==> config.mk <==
export PLATFORM = sky130hd
export DESIGN_NAME = lidar_sector_obstacle_avoider_core
export DESIGN_NICKNAME = d
export VERILOG_FILES = /design/src/rtl/lsoa_pkg.sv /design/src/rtl/lidar_sector_obstacle_avoider_core.sv
export SDC_FILE = /design/constraint.sdc
export NUM_CORES = 1
export LEC_CHECK = 0
export BUFFER_PORTS_ARGS = -buffer_cell sky130_fd_sc_hd__buf_2
export CAP_MARGIN = 20
export CORE_ASPECT_RATIO = 0.8
export CORE_MARGIN = 4
export CORE_UTILIZATION = 41
export DETAILED_ROUTE_END_ITERATION = 16
export MAX_ROUTING_LAYER = met4
export SETUP_SLACK_MARGIN = 0.4
export SLEW_MARGIN = 20
export SYNTH_ARGS = -nofsm -noshare
export SYNTH_HDL_FRONTEND = slang
export SYNTH_SLANG_ARGS = --single-unit
export TNS_END_PERCENT = 30
==> constraint.sdc <==
create_clock -name clk -period 12.6 [get_ports clk]
set_input_delay 0.63 -clock clk [delete_from_list [all_inputs] [get_ports clk]]
set_output_delay 0.63 -clock clk [all_outputs]
set_load 0.01 [all_outputs]
==> src/rtl/lsoa_pkg.sv <==
// Shared types and constants for the lidar sector obstacle avoider.
package lsoa_pkg;

    typedef logic signed [16:0] sector_t;

    // Sector slots
    localparam logic [1:0] SEC_FRONT = 2'd0;
    localparam logic [1:0] SEC_BACK  = 2'd1;
    localparam logic [1:0] SEC_LEFT  = 2'd2;
    localparam logic [1:0] SEC_RIGHT = 2'd3;
    localparam int         SEC_COUNT = 4;

    // Avoidance mode
    localparam logic [1:0] MODE_NONE   = 2'd0;
    localparam logic [1:0] MODE_SIDE   = 2'd1;
    localparam logic [1:0] MODE_BACKUP = 2'd2;

    // Slide side
    localparam logic [1:0] SIDE_NONE  = 2'd0;
    localparam logic [1:0] SIDE_LEFT  = 2'd1;
    localparam logic [1:0] SIDE_BAD   = 2'd2;
    localparam logic [1:0] SIDE_RIGHT = 2'd3;

    // Move codes
    localparam logic [2:0] MV_STOP  = 3'd0;
    localparam logic [2:0] MV_GO    = 3'd1;
    localparam logic [2:0] MV_BACK  = 3'd2;
    localparam logic [2:0] MV_LEFT  = 3'd3;
    localparam logic [2:0] MV_RIGHT = 3'd4;

    // Command bytes
    localparam logic [7:0] CMD_GO    = 8'h67;
    localparam logic [7:0] CMD_BACK  = 8'h62;
    localparam logic [7:0] CMD_LEFT  = 8'h6c;
    localparam logic [7:0] CMD_RIGHT = 8'h72;
    localparam logic [7:0] CMD_STOP  = 8'h73;

    // Beat kinds
    localparam logic ACT_POINT = 1'b0;
    localparam logic ACT_SCAN  = 1'b1;

    // Configuration register indexes
    localparam logic [1:0] CFG_STOP     = 2'd0;
    localparam logic [1:0] CFG_CLEAR    = 2'd1;
    localparam logic [1:0] CFG_BACK_MIN = 2'd2;

    localparam logic [15:0] STOP_RESET     = 16'd300;
    localparam logic [15:0] CLEAR_RESET    = 16'd500;
    localparam logic [15:0] BACK_MIN_RESET = 16'd300;

    // Angle thresholds: degrees * 16384, compared against angle * 90
    localparam logic [22:0] ANG_FRONT_LO = 23'(124 * 16384);
    localparam logic [22:0] ANG_FRONT_HI = 23'(236 * 16384);
    localparam logic [22:0] ANG_BACK_LO  = 23'(30 * 16384);
    localparam logic [22:0] ANG_BACK_HI  = 23'(330 * 16384);

    localparam sector_t SECTOR_UNMEASURED = -17'sd1;

endpackage

==> src/rtl/lidar_sector_obstacle_avoider_core.sv <==
// Lidar sector binning and obstacle avoidance state machine, single-pass core.
// A result appears on the outputs in the cycle after its end-of-scan beat is accepted.
// Throughput: one input beat per cycle; each point does one angle compare and one min update.
// The output register parts the channels: input stalls only while a result waits and is stalled.
// Reset (rst_n low, asynchronous): all sectors -1, avoid mode and slide side cleared,
// thresholds back to 300 / 500 / 300 mm, no result pending.
module lidar_sector_obstacle_avoider_core (
    input  logic               clk,
    input  logic               rst_n,
    // input channel
    input  logic               in_valid,
    output logic               in_stall,
    input  logic               action,
    input  logic [15:0]        point_angle,
    input  logic [17:0]        point_range,
    input  logic [7:0]         command,
    // output channel
    output logic               out_valid,
    input  logic               out_stall,
    output logic [2:0]         move_code,
    output logic signed [16:0] front_range,
    output logic signed [16:0] back_range,
    output logic signed [16:0] left_range,
    output logic signed [16:0] right_range,
    // configuration write channel
    input  logic               cfg_valid,
    output logic               cfg_ready,
    input  logic [1:0]         cfg_index,
    input  logic [15:0]        cfg_data
);

    // Threshold registers
    logic [15:0] stop_reg, clear_reg, back_min_reg;

    // Scan state
    lsoa_pkg::sector_t sector_reg [lsoa_pkg::SEC_COUNT];
    lsoa_pkg::sector_t sector_next [lsoa_pkg::SEC_COUNT];
    logic [1:0] mode_reg, mode_next;
    logic [1:0] side_reg, side_next;

    // Result register
    logic       out_valid_reg, out_valid_next;
    logic [2:0] move_reg;
    lsoa_pkg::sector_t front_reg, back_reg, left_reg, right_reg;

    logic in_acc;
    logic out_acc;

    assign out_acc   = out_valid_reg && !out_stall;
    assign in_stall  = out_valid_reg && out_stall;
    assign in_acc    = in_valid && !in_stall;
    assign cfg_ready = 1'b1;

    assign out_valid   = out_valid_reg;
    assign move_code   = move_reg;
    assign front_range = front_reg;
    assign back_range  = back_reg;
    assign left_range  = left_reg;
    assign right_range = right_reg;

    // ------------------------------------------------------------------
    // Point binning: angle * 90 by shift-add (64 + 16 + 8 + 2), 23 bits.
    // ------------------------------------------------------------------
    logic [22:0] ang_scaled;
    logic [15:0] dist_mm;
    lsoa_pkg::sector_t dist_s;
    logic        in_front, in_back, in_left, in_right;
    logic [1:0]  hit_idx;
    logic        hit;
    lsoa_pkg::sector_t cur, upd;

    assign ang_scaled = {1'b0, point_angle, 6'b0} + {3'b0, point_angle, 4'b0}
                      + {4'b0, point_angle, 3'b0} + {6'b0, point_angle, 1'b0};
    assign dist_mm    = point_range[17:2];
    assign dist_s     = $signed({1'b0, dist_mm});

    assign in_front = (ang_scaled >= lsoa_pkg::ANG_FRONT_LO)
                   && (ang_scaled <= lsoa_pkg::ANG_FRONT_HI);
    assign in_back  = !in_front && ((ang_scaled <= lsoa_pkg::ANG_BACK_LO)
                   || (ang_scaled >= lsoa_pkg::ANG_BACK_HI));
    assign in_left  = !in_front && !in_back && (ang_scaled < lsoa_pkg::ANG_FRONT_LO);
    assign in_right = !in_front && !in_back && (ang_scaled > lsoa_pkg::ANG_FRONT_HI)
                   && (ang_scaled < lsoa_pkg::ANG_BACK_HI);

    always_comb
    begin
        hit_idx = lsoa_pkg::SEC_FRONT;
        hit     = 1'b0;
        if (in_front)
        begin
            hit_idx = lsoa_pkg::SEC_FRONT;
            hit     = 1'b1;
        end
        else if (in_back)
        begin
            // too-near back points are dropped outright
            hit_idx = lsoa_pkg::SEC_BACK;
            hit     = (dist_mm > back_min_reg);
        end
        else if (in_left)
        begin
            hit_idx = lsoa_pkg::SEC_LEFT;
            hit     = 1'b1;
        end
        else if (in_right)
        begin
            hit_idx = lsoa_pkg::SEC_RIGHT;
            hit     = 1'b1;
        end
    end

    // nearest nonzero wins; an empty (<=0) sector or zero distance takes the max
    assign cur = sector_reg[hit_idx];
    always_comb
    begin
        if (cur <= 17'sd0 || dist_mm == 16'd0)
            upd = (dist_s > cur) ? dist_s : cur;
        else
            upd = (dist_s < cur) ? dist_s : cur;
    end

    // ------------------------------------------------------------------
    // Avoidance decision on end-of-scan beats.
    // ------------------------------------------------------------------
    lsoa_pkg::sector_t f_s, b_s, l_s, r_s, clr_s, stp_s;
    logic       f_blocked;
    logic [2:0] mv;
    logic [1:0] dec_mode, dec_side;
    logic       back_free;

    assign f_s   = sector_reg[lsoa_pkg::SEC_FRONT];
    assign b_s   = sector_reg[lsoa_pkg::SEC_BACK];
    assign l_s   = sector_reg[lsoa_pkg::SEC_LEFT];
    assign r_s   = sector_reg[lsoa_pkg::SEC_RIGHT];
    assign clr_s = $signed({1'b0, clear_reg});
    assign stp_s = $signed({1'b0, stop_reg});

    assign f_blocked = (f_s > 17'sd0) && (f_s <= stp_s);
    assign back_free = (b_s == 17'sd0) || (b_s > clr_s);

    always_comb
    begin
        mv       = lsoa_pkg::MV_STOP;
        dec_mode = mode_reg;
        dec_side = side_reg;
        if (command == lsoa_pkg::CMD_STOP
            && (mode_reg != lsoa_pkg::MODE_NONE || side_reg != lsoa_pkg::SIDE_NONE))
        begin
            dec_mode = lsoa_pkg::MODE_NONE;
            dec_side = lsoa_pkg::SIDE_NONE;
        end
        else if (command == lsoa_pkg::CMD_GO && !f_s[16]
                 && mode_reg != lsoa_pkg::MODE_SIDE)
        begin
            dec_side = lsoa_pkg::SIDE_NONE;
            if (f_blocked)
            begin
                if (mode_reg != lsoa_pkg::MODE_BACKUP
                    && (((l_s > clr_s) && (l_s >= r_s) && (r_s > 17'sd0))
                        || l_s == 17'sd0))
                begin
                    dec_mode = lsoa_pkg::MODE_SIDE;
                    dec_side = lsoa_pkg::SIDE_LEFT;
                    mv       = lsoa_pkg::MV_LEFT;
                end
                else if (mode_reg != lsoa_pkg::MODE_BACKUP
                         && (((r_s > clr_s) && (l_s <= r_s) && (l_s > 17'sd0))
                             || r_s == 17'sd0))
                begin
                    dec_mode = lsoa_pkg::MODE_SIDE;
                    dec_side = lsoa_pkg::SIDE_RIGHT;
                    mv       = lsoa_pkg::MV_RIGHT;
                end
                else if (back_free)
                begin
                    dec_mode = lsoa_pkg::MODE_BACKUP;
                    mv       = lsoa_pkg::MV_BACK;
                end
                else
                begin
                    dec_mode = lsoa_pkg::MODE_NONE;
                end
            end
            else
            begin
                dec_mode = lsoa_pkg::MODE_NONE;
                mv       = lsoa_pkg::MV_GO;
            end
        end
        else if ((command == lsoa_pkg::CMD_LEFT || side_reg == lsoa_pkg::SIDE_LEFT)
                 && !l_s[16])
        begin
            if (mode_reg == lsoa_pkg::MODE_NONE && side_reg == lsoa_pkg::SIDE_NONE)
                mv = lsoa_pkg::MV_LEFT;
            else if (mode_reg == lsoa_pkg::MODE_SIDE && side_reg == lsoa_pkg::SIDE_LEFT)
            begin
                if (f_blocked)
                    mv = (l_s < clr_s) ? lsoa_pkg::MV_STOP : lsoa_pkg::MV_LEFT;
                else
                begin
                    dec_mode = lsoa_pkg::MODE_NONE;
                    mv       = lsoa_pkg::MV_LEFT;
                end
            end
            else if (mode_reg == lsoa_pkg::MODE_NONE && side_reg == lsoa_pkg::SIDE_LEFT)
            begin
                if (r_s > 17'sd0 && r_s <= clr_s)
                    mv = f_blocked ? lsoa_pkg::MV_STOP : lsoa_pkg::MV_GO;
                else
                    dec_side = lsoa_pkg::SIDE_NONE;
            end
        end
        else if ((command == lsoa_pkg::CMD_RIGHT || side_reg == lsoa_pkg::SIDE_RIGHT)
                 && !r_s[16])
        begin
            if (mode_reg == lsoa_pkg::MODE_NONE && side_reg == lsoa_pkg::SIDE_NONE)
                mv = lsoa_pkg::MV_RIGHT;
            else if (mode_reg == lsoa_pkg::MODE_SIDE && side_reg == lsoa_pkg::SIDE_RIGHT)
            begin
                if (f_blocked)
                    mv = (r_s < clr_s) ? lsoa_pkg::MV_STOP : lsoa_pkg::MV_RIGHT;
                else
                    dec_mode = lsoa_pkg::MODE_NONE;
            end
            else if (mode_reg == lsoa_pkg::MODE_NONE && side_reg == lsoa_pkg::SIDE_RIGHT)
            begin
                // pass check looks at the left sector
                if (l_s > 17'sd0 && l_s <= clr_s)
                    mv = f_blocked ? lsoa_pkg::MV_STOP : lsoa_pkg::MV_GO;
                else
                    dec_side = lsoa_pkg::SIDE_NONE;
            end
        end
        else if (command == lsoa_pkg::CMD_BACK && !b_s[16])
        begin
            mv = (b_s > 17'sd0 && b_s <= clr_s) ? lsoa_pkg::MV_STOP : lsoa_pkg::MV_BACK;
        end
        else
        begin
            dec_mode = lsoa_pkg::MODE_NONE;
            dec_side = lsoa_pkg::SIDE_NONE;
        end
    end

    // ------------------------------------------------------------------
    // Next state
    // ------------------------------------------------------------------
    always_comb
    begin
        for (int i = 0; i < lsoa_pkg::SEC_COUNT; i++)
            sector_next[i] = sector_reg[i];
        mode_next = mode_reg;
        side_next = side_reg;
        if (in_acc)
        begin
            if (action == lsoa_pkg::ACT_SCAN)
            begin
                for (int i = 0; i < lsoa_pkg::SEC_COUNT; i++)
                    sector_next[i] = lsoa_pkg::SECTOR_UNMEASURED;
                mode_next = dec_mode;
                side_next = dec_side;
            end
            else if (hit)
            begin
                sector_next[hit_idx] = upd;
            end
        end
    end

    always_comb
    begin
        if (in_acc && action == lsoa_pkg::ACT_SCAN)
            out_valid_next = 1'b1;
        else if (out_acc)
            out_valid_next = 1'b0;
        else
            out_valid_next = out_valid_reg;
    end

    always_ff @(posedge clk or negedge rst_n)
    begin
        if (!rst_n)
        begin
            for (int i = 0; i < lsoa_pkg::SEC_COUNT; i++)
                sector_reg[i] <= lsoa_pkg::SECTOR_UNMEASURED;
            mode_reg      <= lsoa_pkg::MODE_NONE;
            side_reg      <= lsoa_pkg::SIDE_NONE;
            out_valid_reg <= 1'b0;
            stop_reg      <= lsoa_pkg::STOP_RESET;
            clear_reg     <= lsoa_pkg::CLEAR_RESET;
            back_min_reg  <= lsoa_pkg::BACK_MIN_RESET;
        end
        else
        begin
            for (int i = 0; i < lsoa_pkg::SEC_COUNT; i++)
                sector_reg[i] <= sector_next[i];
            mode_reg      <= mode_next;
            side_reg      <= side_next;
            out_valid_reg <= out_valid_next;
            if (cfg_valid && cfg_ready)
            begin
                case (cfg_index)
                    lsoa_pkg::CFG_STOP:     stop_reg     <= cfg_data;
                    lsoa_pkg::CFG_CLEAR:    clear_reg    <= cfg_data;
                    lsoa_pkg::CFG_BACK_MIN: back_min_reg <= cfg_data;
                    default: ;
                endcase
            end
        end
    end

    // result payload: snapshot of the sectors before they go back to -1
    always_ff @(posedge clk)
    begin
        if (in_acc && action == lsoa_pkg::ACT_SCAN)
        begin
            move_reg  <= mv;
            front_reg <= f_s;
            back_reg  <= b_s;
            left_reg  <= l_s;
            right_reg <= r_s;
        end
    end

`ifndef SYNTH
    a_stall_only_when_full: assert property (@(posedge clk) disable iff (!rst_n)
        in_stall |-> out_valid)
        else $error("input stalled with no result pending");

    a_scan_gives_result: assert property (@(posedge clk) disable iff (!rst_n)
        (in_acc && action == lsoa_pkg::ACT_SCAN) |=> out_valid)
        else $error("end-of-scan beat gave no result");

    a_point_no_result: assert property (@(posedge clk) disable iff (!rst_n)
        (in_acc && action == lsoa_pkg::ACT_POINT && !out_valid) |=> !out_valid)
        else $error("point beat produced a result");

    a_sectors_cleared: assert property (@(posedge clk) disable iff (!rst_n)
        (in_acc && action == lsoa_pkg::ACT_SCAN)
        |=> (sector_reg[lsoa_pkg::SEC_FRONT] == lsoa_pkg::SECTOR_UNMEASURED
             && sector_reg[lsoa_pkg::SEC_RIGHT] == lsoa_pkg::SECTOR_UNMEASURED))
        else $error("sectors not reset after end of scan");

    a_side_legal: assert property (@(posedge clk) disable iff (!rst_n)
        side_reg != lsoa_pkg::SIDE_BAD)
        else $error("slide side took an unused code");

    a_move_legal: assert property (@(posedge clk) disable iff (!rst_n)
        out_valid |-> (move_code <= lsoa_pkg::MV_RIGHT))
        else $error("move code out of range");
`endif

endmodule
==> impl_metrics.env, run 1 <==
export IMPL_r2r_start="b_s[1]"
export IMPL_num_rows=60
export IMPL_synthesis_nets=1628
export IMPL_rsz0062_at_grt="no"
export IMPL_vias_per_cell=6.16
export IMPL_power_density_nw_per_um2=249
export IMPL_crit_fanout=30
export IMPL_cts_tree="done"
export IMPL_irDropWorstVdd_v=0.000168
export IMPL_clk_latency_ns=0.46
export IMPL_fin_area_um2=15700
export IMPL_critPathMaxStageDelay_ns=0.91
export IMPL_cts_hold_buf=0
export IMPL_grt_overflow_total=0
export IMPL_grt_start_max_net_pins=54
export IMPL_max_slew_margin=0.328
export IMPL_num_nets_final=1741
export IMPL_avgSynthCellArea_um2=9.98
export IMPL_reg2reg_setup_slack_ns=6.41
export IMPL_coreArea_um2=33600
export IMPL_cap_violations=0
export IMPL_start_kind="primary input"
export IMPL_outcome="finished, final reports clean"
export IMPL_report_final_slew_viol_count=0
export IMPL_synth_edf_count=71
export IMPL_grt_pass1_vias=11700
export IMPL_vias=12100
export IMPL_root_buffer="clkbuf_16"
export IMPL_whs_ns=0.116
export IMPL_numClockSinks=192
export IMPL_ys_warn_count=0
export IMPL_start_util=0.415
export IMPL_avgRoutedWirePerCell_um=23.3
export IMPL_dp_hpwl_mm=34.7
export IMPL_r2r_cells=24
export IMPL_hold_violations=0
export IMPL_drc=0
export IMPL_end_kind="flop"
export IMPL_port_buffers=136
export IMPL_placed_cell_area_um2=15000
export IMPL_timing_rr_end="l_s[5]"
export IMPL_p_leak_nw=6.97
export IMPL_required_ns=12.92
export IMPL_cts_buffers=17
export IMPL_ys_flop_type="dfstp_2"
export IMPL_cts_buffer_depth=2
export IMPL_cts_setup_buffers=0
export IMPL_cts_resized_gates=0
export IMPL_synth_cells=1396
export IMPL_path_clk_slew_ns=0.07
export IMPL_postRouteAntennaNets=0
export IMPL_drt_pass1_iter_count=5
export IMPL_htree_num_levels=4
export IMPL_timing_final_ws_setup_ns=2.35
export IMPL_drive_above_1_share=0.219
export IMPL_min_period_ns=10.25
export IMPL_finalPower_mw=3.90
export IMPL_routed_wl_mm=45.6
export IMPL_cp_arrival_ns=10.57
export IMPL_setup_tns_ns=0
export IMPL_first_iter_violations=1218
export IMPL_postLayoutCoreUtil=0.466
export IMPL_worst_slew_pin_slew_ns=1.01
export IMPL_gp_congestion=0.984
export IMPL_synth_seq_cells=192
export IMPL_max_freq_mhz=97.6
export IMPL_holdCritPathClass="in -> async"
export IMPL_fin_skew_ns=0.0115
export IMPL_syn_cell_area_um2=13900
export IMPL_synth_async_reset_ratio=0.630
export IMPL_die_h_um=173
export IMPL_pin_count=140
export IMPL_critPathKind="in -> reg"
export IMPL_ys_types=79
export IMPL_ys_seq_area_frac=0.378
export IMPL_die_area_um2=37000
export IMPL_area_growth_pct=12.4
export IMPL_grt_first_pass_wirelength_mm=70.2
export IMPL_path_common_cell="o21a_1"
export IMPL_layout_cells_non_filler=1957
export IMPL_antenna_found_initial=3
export IMPL_crit_slowest_cell="or4_1"
export IMPL_die_w_um=214
export IMPL_pre_cts_ws_ns=2.10
export IMPL_placed_cells_incl_taps=1924
export IMPL_grt_use_total=0.249
export IMPL_setup_viol=0
export IMPL_post_route_period_util=0.813
synth_stat cells (all sizes together), types with 36 or more instances:
cell type	n	area (um^2)
o21ai	73	373
dfrtp	39	976
clkbuf	45	169
ha	139	1740
dfstp	82	2150
inv	126	473
a21oi	58	302
nand4	47	294
nand2	81	304
a41oi	64	561
nor2	107	404
mux2	36	405
edfxtp	71	2130
power by group:
group / internal [mW] / switching, mW
Sequential: 0.897 / 0.256
Combinational: 0.787 / 1.41
Clock: 0.301 / 0.254
cell type report:
class	count	area, um^2
diodes	1	2.50
multi-input cells	1020	7970
inverters	126	473
fillers	3161	17900
flip-flops and latches	192	5260
clock inverters	8	63.8
clock buffers	24	536
repair buffers	152	803
well taps	434	543
critical path: cells and delay by family:
kind | cells | cell delay [ns]
compound gates | 20 | 4.69
fa+ha+maj | 5 | 2.26
buf+inv | 5 | 0.91
simple gates | 8 | 2.03
worst max path at each step:
stage                               from      to  slack [ns]  cells after the start
after floorplan           point_angle[4]  l_s[0]        4.12                     37
after global placement    point_angle[6]  l_s[0]        2.26                     38
after detailed placement  point_angle[8]  l_s[0]        2.10                     38
after CTS                 point_angle[8]  l_s[0]        2.56                     38
after global routing      point_angle[7]  l_s[0]        1.85                     36
final                     point_angle[8]  l_s[5]        2.35                     38
placed cells by master (no fill, tap or decap), types with 31 or more instances in the layout:
cell type	instances
a21oi_1	57
ha_1	139
nor2_1	106
edfxtp_1	71
dfrtp_1	39
a21o_1	31
buf_2	135
nand4_1	47
dfstp_2	82
mux2_2	36
inv_1	126
nand2_1	81
a41oi_1	64
o21ai_0	69
o21a_1	31
per-layer routing:
metal	routed length, um	GRT usage	share of wire	vias to the layer above
met5	0	-	0	-
met4	743	0.0518	0.016	0
met3	4050	0.0534	0.089	51
met2	18700	0.345	0.41	540
met1	22100	0.375	0.48	5927
li1	-	-	-	5536
kinds of logic (layout without fill, tap and decap cells):
| kind of cell | Yosys count | count (layout) | share of synthesized area |
|---|---|---|---|
| mux | 36 | 36 | 0.0291 |
| xor+xnor | 7 | 7 | 0.00440 |
| simple gates | 405 | 405 | 0.153 |
| compound gates | 405 | 405 | 0.220 |
| buf+inv | 184 | 310 | 0.0518 |
| flops | 192 | 192 | 0.378 |
| other cells | 1 | 2 | 0.000269 |
| fa+ha+maj | 166 | 166 | 0.164 |
Power figures use the tool's default switching activity.
==> run 2, diff against run 1 <==
==> constraint.sdc (replaced) <==
create_clock -name clk -period 8.94 [get_ports clk]
set_input_delay 0.447 -clock clk [delete_from_list [all_inputs] [get_ports clk]]
set_output_delay 0.447 -clock clk [all_outputs]
set_load 0.01 [all_outputs]
==> run 2 against run 1 <==
Setup slack got worse by 1.6 ns. Count of clock-buffer cells in the layout decreased by 4. Clock skew about the same. Largest power group unchanged. Clock power increased by 45%. Die area unchanged. Critical endpoint is now b_s[9]. Final cell count increased by 1.3%.
==> impl_metrics.env, run 2 (synthesis results as in run 1) <==
export IMPL_outcome="finished, final reports clean"
export IMPL_max_slew_margin=0.299
export IMPL_final_cell_mix="138 x ha_1, 135 x buf_2, 125 x inv_1, 106 x nor2_1, 82 x dfstp_2"
export IMPL_path_buf_inv=7
export IMPL_cap_violations=0
export IMPL_clk_latency_ns=0.46
export IMPL_start_kind="primary input"
export IMPL_worst_slew_pin_slew_ns=1.04
export IMPL_hold_depth=3
export IMPL_area_growth_pct=15.4
export IMPL_p_leak_nw=7.13
export IMPL_power_frac_comb=0.583
export IMPL_die_h_um=173
export IMPL_end_kind="flop"
export IMPL_holdCritPathClass="in -> reg"
export IMPL_grt_use_total=0.251
export IMPL_hold_violations=0
export IMPL_routed_wl_mm=45.7
export IMPL_avgRoutedWirePerCell_um=23.0
export IMPL_cts_tree="done"
export IMPL_min_period_ns=8.19
export IMPL_post_route_period_util=0.916
export IMPL_drc=0
export IMPL_vias=12200
export IMPL_report_final_slew_viol_count=0
export IMPL_pin_count=140
export IMPL_start_util=0.415
export IMPL_intPower_mw=3.03
export IMPL_grt_first_pass_wirelength_mm=70.2
export IMPL_fin_skew_ns=0.0111
export IMPL_setup_tns_ns=0
export IMPL_r2r_cells=24
export IMPL_switchingPower_mw=2.83
export IMPL_num_nets_final=1766
export IMPL_cp_arrival_ns=8.54
export IMPL_crit_slowest_cell="fa_1"
export IMPL_pwr_share_clk=0.137
export IMPL_critPathMaxStageDelay_ns=0.51
export IMPL_root_buffer="clkbuf_16"
export IMPL_max_freq_mhz=122
export IMPL_setup_viol=0
export IMPL_required_ns=9.30
export IMPL_path_clk_slew_ns=0.08
export IMPL_dp_hpwl_mm=35.0
export IMPL_final_common_cell="ha_1"
export IMPL_die_area_um2=37000
export IMPL_grt_start_max_net_pins=77
export IMPL_timing_rr_end="b_s[9]"
export IMPL_die_w_um=214
export IMPL_grt_pass1_vias=11700
export IMPL_num_rows=60
export IMPL_rsz0062_at_grt="no"
export IMPL_htree_num_levels=4
export IMPL_cts_buffers=17
export IMPL_r2r_start="b_s[1]"
export IMPL_power_density_nw_per_um2=365
export IMPL_holdPathEnd="stop_reg[9]"
export IMPL_grt_overflow_total=0
export IMPL_postRouteAntennaNets=0
export IMPL_critPathKind="in -> reg"
export IMPL_vias_per_cell=6.16
export IMPL_first_iter_violations=1201
export IMPL_reg2reg_setup_slack_ns=3.85
export IMPL_irDropWorstVdd_v=0.000207
export IMPL_cts_buffer_depth=2
export IMPL_gp_congestion=0.958
export IMPL_port_buffers=136
export IMPL_crit_fanout=25
export IMPL_sw_frac_of_total=0.483
export IMPL_cts_setup_buffers=0
export IMPL_power_frac_seq=0.280
export IMPL_drt_pass1_iter_count=6
export IMPL_holdCritStartpoint="cfg_data[9]"
export IMPL_whs_ns=0.225
export IMPL_drive_above_1_share=0.248
export IMPL_antenna_found_initial=1
export IMPL_coreArea_um2=33600
export IMPL_crit_family="compound AO/OA/AOI/OAI gates"
export IMPL_numClockSinks=192
export IMPL_path_common_cell="o21a_1"
## run 2: final cells by class
cell class,instances,area [um^2]
antenna,1,2.50
clock buffer,20,478
clock inverter,12,135
fill,3159,17500
inverter,126,477
multi-input combinational,1020,8110
sequential,192,5260
tap,434,543
timing repair buffer,177,1060
## run 2: tightest hold or removal path, stage by stage
cell	delay, ns
buf_2	0.10
nand2_1	0.04
o21ai_0	0.06
## run 2: worst max-delay path by stage
stage	startpoint	to	slack [ns]	cells past startpoint
5_1_grt	point_angle[6]	l_s[0]	0.40	39
3_5_place_dp	point_angle[4]	l_s[15]	0.08	38
6_report	point_angle[4]	b_s[9]	0.75	38
2_1_floorplan	point_angle[4]	l_s[0]	0.65	37
4_1_cts	point_angle[4]	l_s[12]	0.55	38
3_3_place_gp	point_angle[4]	l_s[11]	0.20	38
## run 2: repair_timing
| item | in CTS | in global routing |
|---|---|---|
| hold buffers | 1 | 0 |
| setup endpoints to repair | 0 | 64 |
| resized for setup | 0 | 28 |
| hold endpoints to repair | 10 | 0 |
## run 2: metrics by stage
stage	area, um^2	util	power, mW	setup slack (ns)	std cells
final	16100	0.479	5.86	0.755	1982
after global routing	16100	0.479	6.24	0.396	1982
after CTS	15900	0.473	5.64	0.550	1979
after detailed placement	15200	0.454	4.82	0.0805	1946
after global placement	15200	0.454	4.74	0.199	1946
after floorplan	13900	-	3.67	0.645	1396
## run 2: power by group through the flow
stage	clock (mW)	combinational, mW	sequential (mW)
4_1_cts	0.819	3.20	1.63
3_5_place_dp	0	3.18	1.64
5_1_grt	0.860	3.72	1.66
3_3_place_gp	0	3.10	1.64
6_report	0.804	3.42	1.64
2_1_floorplan	0	2.23	1.43
## run 2: layer usage
layer  wire (um)  part of all wire  track usage
met1       22100              0.48        0.377
met2       18700              0.41        0.341
met3        4140             0.091       0.0622
met5           0                 0            -
met4         698             0.015       0.0564
